File: src/hw/rtl/lcs_pkg.sv
// Package with the shared types and constants of the loop control stack.
`timescale 1ns / 1ps
`default_nettype none

package lcs_pkg;

    localparam int unsigned PC_WIDTH = 16;
    localparam int unsigned DATA_WIDTH = 64;

    typedef enum logic [3:0] {
        FN_COUNTED_BEGIN = 4'd0,
        FN_RANGED_BEGIN  = 4'd1,
        FN_AGAIN         = 4'd2,
        FN_NEXT          = 4'd3,
        FN_READ_I        = 4'd4,
        FN_READ_J        = 4'd5,
        FN_READ_K        = 4'd6,
        FN_JUMP_ZERO     = 4'd7,
        FN_JUMP          = 4'd8
    } func_t;

    typedef enum logic [1:0] {
        ERR_NONE      = 2'd0,
        ERR_OVERFLOW  = 2'd1,
        ERR_UNDERFLOW = 2'd2
    } err_t;

    typedef enum logic [1:0] {
        CELL_HOLD       = 2'd0,
        CELL_SHIFT_DOWN = 2'd1,
        CELL_SHIFT_UP   = 2'd2
    } cell_op_t;

    typedef struct packed {
        logic [3:0]                   func;
        logic [PC_WIDTH-1:0]          pc;
        logic signed [DATA_WIDTH-1:0] count_or_start;
        logic signed [DATA_WIDTH-1:0] limit;
        logic signed [DATA_WIDTH-1:0] step;
        logic signed [DATA_WIDTH-1:0] condition;
        logic [PC_WIDTH-1:0]          target;
    } cmd_t;

    typedef struct packed {
        logic                         redirect;
        logic [PC_WIDTH-1:0]          redirect_pc;
        logic                         value_valid;
        logic signed [DATA_WIDTH-1:0] value;
        logic [1:0]                   error;
    } result_t;

    // One loop frame. The limit is kept as limit minus step so that a loop
    // end needs only one compare.
    typedef struct packed {
        logic signed [DATA_WIDTH-1:0] counter;
        logic signed [DATA_WIDTH-1:0] bound;
        logic signed [DATA_WIDTH-1:0] step;
        logic                         step_pos;
        logic [PC_WIDTH-1:0]          return_pc;
    } frame_t;

endpackage

`default_nettype wire

File: src/hw/rtl/lcs_cell.sv
// One stack cell that holds a loop frame and shifts it to either neighbor.
`timescale 1ns / 1ps
`default_nettype none

module lcs_cell (
    input  wire logic              clk,
    input  wire lcs_pkg::cell_op_t op,
    input  wire lcs_pkg::frame_t   from_above,
    input  wire lcs_pkg::frame_t   from_below,
    output lcs_pkg::frame_t        frame
);
    import lcs_pkg::*;

    frame_t frame_reg;
    frame_t frame_next;

    always_comb
    begin
        case (op)
            CELL_HOLD:       frame_next = frame_reg;
            CELL_SHIFT_DOWN: frame_next = from_above;
            CELL_SHIFT_UP:   frame_next = from_below;
            default:         frame_next = frame_reg;
        endcase
    end

    always_ff @(posedge clk)
    begin
        frame_reg <= frame_next;
    end

    assign frame = frame_reg;

endmodule

`default_nettype wire

File: src/hw/rtl/loop_control_stack_core.sv
// Top level of the loop control stack: command decode, depth count and the row of frame cells.
//
// Channel   Direction  Handshake             Payload
// command   in         start high, busy low  cmd (cmd_t)
// result    out        done for one cycle    result (result_t)
//
// Each request is decoded in the cycle it is accepted and its result appears with done
// in the next cycle, so one request is taken every cycle; busy stays low.
// The top frame sits in the first cell, so a loop end needs one compare and one add.
// Reset clears the frame count and the done strobe; frame contents are undefined until pushed.
// The receiver cannot stall; a result is shown for exactly one cycle.
`timescale 1ns / 1ps
`default_nettype none

module loop_control_stack_core #(
    parameter int unsigned LOOP_DEPTH = 8
) (
    input  wire logic             clk,
    input  wire logic             rst_n,
    input  wire logic             start,
    output logic                  busy,
    input  wire lcs_pkg::cmd_t    cmd,
    output logic                  done,
    output lcs_pkg::result_t      result
);
    import lcs_pkg::*;

    localparam int unsigned DW = $clog2(LOOP_DEPTH + 1);

    logic              accept;
    logic [DW-1:0]     depth_reg;
    logic [DW-1:0]     depth_next;
    logic              done_reg;
    result_t           result_reg;
    result_t           result_next;
    cell_op_t          cell_op [LOOP_DEPTH];
    frame_t            cell_q [LOOP_DEPTH];
    frame_t            new_frame;
    logic              push;
    logic              pop;
    logic              load_top;
    logic              full;
    logic              empty;
    logic              top_step_pos;
    logic              cont;

    assign busy   = 1'b0;
    assign accept = start && !busy;
    assign full   = (depth_reg == DW'(LOOP_DEPTH));
    assign empty  = (depth_reg == '0);
    assign top_step_pos = cell_q[0].step_pos;
    assign cont = top_step_pos ? (cell_q[0].counter < cell_q[0].bound)
                               : (cell_q[0].counter > cell_q[0].bound);

    always_comb
    begin
        result_next = '0;
        push        = 1'b0;
        pop         = 1'b0;
        load_top    = 1'b0;
        new_frame   = cell_q[0];
        depth_next  = depth_reg;
        case (cmd.func)
            FN_COUNTED_BEGIN:
            begin
                new_frame.counter   = '0;
                new_frame.bound     = cmd.count_or_start - 64'sd1;
                new_frame.step      = 64'sd1;
                new_frame.step_pos  = 1'b1;
                new_frame.return_pc = cmd.pc;
                if (full)
                begin
                    result_next.error = ERR_OVERFLOW;
                end
                else
                begin
                    push       = 1'b1;
                    depth_next = depth_reg + DW'(1);
                end
            end
            FN_RANGED_BEGIN:
            begin
                new_frame.counter   = cmd.count_or_start;
                new_frame.bound     = cmd.limit - cmd.step;
                new_frame.step      = cmd.step;
                new_frame.step_pos  = !cmd.step[DATA_WIDTH-1] && (cmd.step != '0);
                new_frame.return_pc = cmd.pc;
                if (full)
                begin
                    result_next.error = ERR_OVERFLOW;
                end
                else
                begin
                    push       = 1'b1;
                    depth_next = depth_reg + DW'(1);
                end
            end
            FN_AGAIN, FN_NEXT:
            begin
                new_frame.counter = cell_q[0].counter + cell_q[0].step;
                if (empty)
                begin
                    result_next.error = ERR_UNDERFLOW;
                end
                else if (cont)
                begin
                    load_top                = 1'b1;
                    result_next.redirect    = 1'b1;
                    result_next.redirect_pc = cell_q[0].return_pc;
                end
                else
                begin
                    pop        = 1'b1;
                    depth_next = depth_reg - DW'(1);
                end
            end
            FN_READ_I:
            begin
                if (depth_reg < DW'(1))
                begin
                    result_next.error = ERR_UNDERFLOW;
                end
                else
                begin
                    result_next.value_valid = 1'b1;
                    result_next.value       = cell_q[0].counter;
                end
            end
            FN_READ_J:
            begin
                if (depth_reg < DW'(2))
                begin
                    result_next.error = ERR_UNDERFLOW;
                end
                else
                begin
                    result_next.value_valid = 1'b1;
                    result_next.value       = cell_q[1].counter;
                end
            end
            FN_READ_K:
            begin
                if (depth_reg < DW'(3))
                begin
                    result_next.error = ERR_UNDERFLOW;
                end
                else
                begin
                    result_next.value_valid = 1'b1;
                    result_next.value       = cell_q[2].counter;
                end
            end
            FN_JUMP_ZERO:
            begin
                if (cmd.condition == '0)
                begin
                    result_next.redirect    = 1'b1;
                    result_next.redirect_pc = cmd.target;
                end
            end
            FN_JUMP:
            begin
                result_next.redirect    = 1'b1;
                result_next.redirect_pc = cmd.target;
            end
            default:
            begin
                result_next = '0;
            end
        endcase
        if (!accept)
        begin
            push       = 1'b0;
            pop        = 1'b0;
            load_top   = 1'b0;
            depth_next = depth_reg;
        end
    end

    genvar g;
    generate
        for (g = 0; g < LOOP_DEPTH; g++)
        begin : g_cell
            frame_t above;
            frame_t below;

            if (g == 0)
            begin : g_first
                assign above = new_frame;
            end
            else
            begin : g_mid
                assign above = cell_q[g-1];
            end

            if (g == LOOP_DEPTH - 1)
            begin : g_last
                assign below = '0;
            end
            else
            begin : g_inner
                assign below = cell_q[g+1];
            end

            always_comb
            begin
                if (push || (load_top && (g == 0)))
                begin
                    cell_op[g] = CELL_SHIFT_DOWN;
                end
                else if (pop)
                begin
                    cell_op[g] = CELL_SHIFT_UP;
                end
                else
                begin
                    cell_op[g] = CELL_HOLD;
                end
            end

            lcs_cell u_cell (
                .clk        (clk),
                .op         (cell_op[g]),
                .from_above (above),
                .from_below (below),
                .frame      (cell_q[g])
            );
        end
    endgenerate

    always_ff @(posedge clk or negedge rst_n)
    begin
        if (!rst_n)
        begin
            depth_reg <= '0;
            done_reg  <= 1'b0;
        end
        else
        begin
            depth_reg <= depth_next;
            done_reg  <= accept;
        end
    end

    always_ff @(posedge clk)
    begin
        if (accept)
        begin
            result_reg <= result_next;
        end
    end

    assign done   = done_reg;
    assign result = result_reg;

`ifndef SYNTHESIS
    a_done_follows_accept: assert property (@(posedge clk) disable iff (!rst_n)
        accept |=> done)
        else $error("accepted request produced no result");

    a_no_spurious_done: assert property (@(posedge clk) disable iff (!rst_n)
        !accept |=> !done)
        else $error("result without a request");

    a_depth_bound: assert property (@(posedge clk) disable iff (!rst_n)
        depth_reg <= DW'(LOOP_DEPTH))
        else $error("frame count beyond stack depth");

    a_overflow_full: assert property (@(posedge clk) disable iff (!rst_n)
        (done && (result.error == ERR_OVERFLOW)) |-> (depth_reg == DW'(LOOP_DEPTH)))
        else $error("overflow reported while stack not full");

    a_redirect_no_value: assert property (@(posedge clk) disable iff (!rst_n)
        (done && result.redirect) |-> (!result.value_valid && (result.error == ERR_NONE)))
        else $error("redirect together with an index read or error");
`endif

endmodule

`default_nettype wire

File: config.mk
export PLATFORM = sky130hd
export DESIGN_NAME = loop_control_stack_core
export DESIGN_NICKNAME = d
export VERILOG_FILES = /design/src/hw/rtl/lcs_pkg.sv /design/src/hw/rtl/lcs_cell.sv /design/src/hw/rtl/loop_control_stack_core.sv
export SDC_FILE = /design/constraint.sdc
export NUM_CORES = 2
export LEC_CHECK = 0
export ABC_AREA = 1
export BUFFER_PORTS_ARGS = -buffer_cell sky130_fd_sc_hd__buf_2
export CAP_MARGIN = 5
export CORE_MARGIN = 4
export CORE_UTILIZATION = 40
export DETAILED_ROUTE_END_ITERATION = 6
export GPL_TIMING_DRIVEN = 0
export SYNTH_ARGS = -nofsm -noshare
export SYNTH_HDL_FRONTEND = slang
export SYNTH_HIERARCHICAL = 1
export SYNTH_SLANG_ARGS = --single-unit
File: constraint.sdc
create_clock -name clk -period 9.2 [get_ports clk]
set_input_delay 0.46 -clock clk [delete_from_list [all_inputs] [get_ports clk]]
set_output_delay 0.46 -clock clk [all_outputs]
set_load 0.02 [all_outputs]
==> impl_metrics.ini <==
[die]
die_h_um = 487
io_pins = 381
dieArea_um2 = 237000
initial_core_util = 0.403
die_w_um = 487
coreArea_um2 = 228000
num_rows = 175

[clocking]
clk_pin_slew_ns = 0.06
cts_resized = 0
postCtsSetupRepairBufs = 0
clock_path_buffers = 3
cts_tree = built
clk_latency_ns = 0.87
clock-sinks = 1761
cts_root_buffer = clkbuf_16
cts-buffers-inserted = 188
htree_levels = 4

[logic_synthesis]
synth_edf_count = 1756
yosys_warnings = 6
synth.most_common_cell = nand2_1
post_synth_instance_area_um2 = 91800
synthTopCellsByCount = nand2_1, edfxtp_1, inv_1
yosysSeqAreaShare = 0.576
syn_avg_cell_area_um2 = 8.54
ys.flop_type = edfxtp_1
synth_cell_types = 53
synth-seq-cells = 1761
synthArstFlopShare = 0.00284
yosys.area.top_type_share = 0.574
netlist_instances = 10700
synth_area_leaders = edfxtp_1, nand2_1, ha_1, inv_1, nor2_1
synth_area_leader_cell = edfxtp_1

[sta]
finalCriticalPeriod_ns = 5.91
fmax_mhz = 169
timing.final.crit_share = 0.642
relSlewSlack = 0.0464
worst_slack_ns = 3.29
skew_ns = 0.0741
slew_viol_final = 0
rsz0062_at_grt = false
worst_slew_pin_slew_ns = 1.43
hold_violations = 0
setup_violations = 0

[route]
vias = 78600
via_per_inst = 5.32
drc = 0
first_pass_iters = 6
final_antenna_net_count = 0
drtIter0Drc = 8809
drt_wl_total_mm = 384
avgRoutedWirePerCell_um = 26.0

[global_routing]
grt_max_degree = 112
grt_pass1_wl_mm = 534
grt-ovfl-total = 0
gr-usage-all-layers = 0.315
grt_pass1_vias = 74000
antenna_found_initial = 61

[power_and_ir_drop]
peakVddDrop_mv = 0.189
power_uw = 20400
power_switching_uw = 5850
p_comb_frac = 0.146
switching_share = 0.287
p_seq_frac = 0.490
leakagePower_uw = 0.0463
internal-power_uw = 14500
powerDensity_nw_per_um2 = 194
clockPowerShare = 0.364

[placed_design]
place.gp.congestion = 1.04
place_ws_ns = 3.20
io_buffers = 379
place_inst = 14400
placed_cell_area_um2 = 98900
hpwl_mm = 308

[final_layout]
nFillCells = 22700
fin_nets = 12100
seq_area_um2 = 52900
drive_above_1_share = 0.0927
largest_register_ffs = 1672
area_delta_synth_final_pct = 14.5
multi_input_area_um2 = 35200
utilization = 0.461
layout.cells.non_filler = 14800
finalInstanceArea_um2 = 105000

[worst_setup_path]
setup.worst_path.end_class = register
worstSetupPathType = reg2reg
crit_fanout = 10
crit_path_start_kind = register
critical_path_arrival_ns = 6.59
required_ns = 9.88

[outcome]
status = finished clean

[hold_path]
min_path_type = in2reg

[job]
maxCapViolCount = 0
[layer usage]
layer  up-vias  GRT usage  part of all wire
li1      36600          -                 -
met1     38000      0.432              0.42
met2      3403      0.501              0.45
met3       605     0.0387             0.074
met4         6      0.142             0.052
met5         -          0          0.000091
[cells by family after synthesis]
kind of cell	count (synthesis)	share of synthesized area
buffers and inverters	1038	0.0501
adder cells (fa/ha/maj)	203	0.0278
XOR/XNOR	22	0.00210
flip-flops	1761	0.576
other	1	0.0000408
AND/OR/NAND/NOR	6927	0.294
AO/OA/AOI/OAI	797	0.0505
[path summary, 6_finish.rpt]
| kind | startpoint | to | slack (ns) | cells past startpoint |
|---|---|---|---|---|
| setup / recovery | g_cell[0].u_cell/frame[144] | g_cell[6].u_cell/frame[175] | 3.29 | 19 |
| hold / removal | cmd[274] | g_cell[0].u_cell/frame[2] | 0.08 | 5 |
| setup reg to reg | g_cell[0].u_cell/frame[144] | g_cell[6].u_cell/frame[175] | 3.29 | 19 |
| hold reg to reg | g_cell[7].u_cell/frame[181] | g_cell[6].u_cell/frame[181] | 0.49 | 2 |
| max in group asynchronous | rst_n | depth_reg[1] | 8.43 | 3 |
| min in group asynchronous | rst_n | depth_reg[2] | 0.55 | 3 |
[per-stage QoR]
step                hold WS [ns]  TNS [ns]
floorplan                  0.164         0
global placement           0.284  -4158.33
detailed placement         0.285         0
CTS                      0.00784         0
global route              0.0675         0
finish                    0.0789         0
[critical path, stage by stage (launching register included)]
cell,delay [ns]
edfxtp_1,0.65
inv_1,0.09
ha_1,0.40
nand2_1,0.16
nor2_1,0.23
nand2_1,0.12
nor4_1,0.24
nand4_1,0.40
nor2_1,0.20
nor2_1,0.05
nand3_1,0.09
nand2_2,0.32
buf_4,0.37
nor2_1,0.44
ha_1,0.29
buf_2,0.64
buf_4,0.48
buf_4,0.27
nand2_1,0.07
nand2_1,0.07
[power by group through the flow]
stage | Sequential (uW) | Clock [uW] | Combinational, uW
finish | 9970 | 7410 | 2980
floorplan | 10000 | 0 | 1670
CTS | 9960 | 7560 | 2930
detailed placement | 10100 | 0 | 2910
global route | 10000 | 7890 | 3230
global placement | 10300 | 0 | 2810
[repair_timing]
item / 4_1_cts / 5_1_grt
hold buffers: 26 / 0
endpoints found under the hold margin: 29 / 0
setup endpoints to repair: 0 / 0
[layout make-up]
| cell class | count | area share |
|---|---|---|
| diodes | 23 | 0.000547 |
| plain buffers | 449 | 0.0228 |
| clock buffers | 239 | 0.0468 |
| clock inverters | 105 | 0.00955 |
| inverters | 589 | 0.0216 |
| multi-input cells | 8159 | 0.334 |
| flip-flops and latches | 1761 | 0.503 |
| well taps | 3009 | 0.0358 |
| repair buffers | 428 | 0.0260 |
[cells in the final DEF (no fill, tap or decap), drive strengths merged, types with 19 or more instances in the layout]
master / n
conb: 210
a21o: 35
a21oi: 277
clkbuf: 331
diode: 23
dlygate4sd3: 26
nand3: 266
o21bai: 28
or2: 26
buf: 759
nor3: 48
nor4: 44
nand4: 63
o21ai: 261
o211ai: 67
nand2: 5987
a22oi: 59
edfxtp: 1756
nor2: 463
inv: 598
clkinv: 80
nand3b: 19
ha: 201
(Power assumes the default switching activity.)
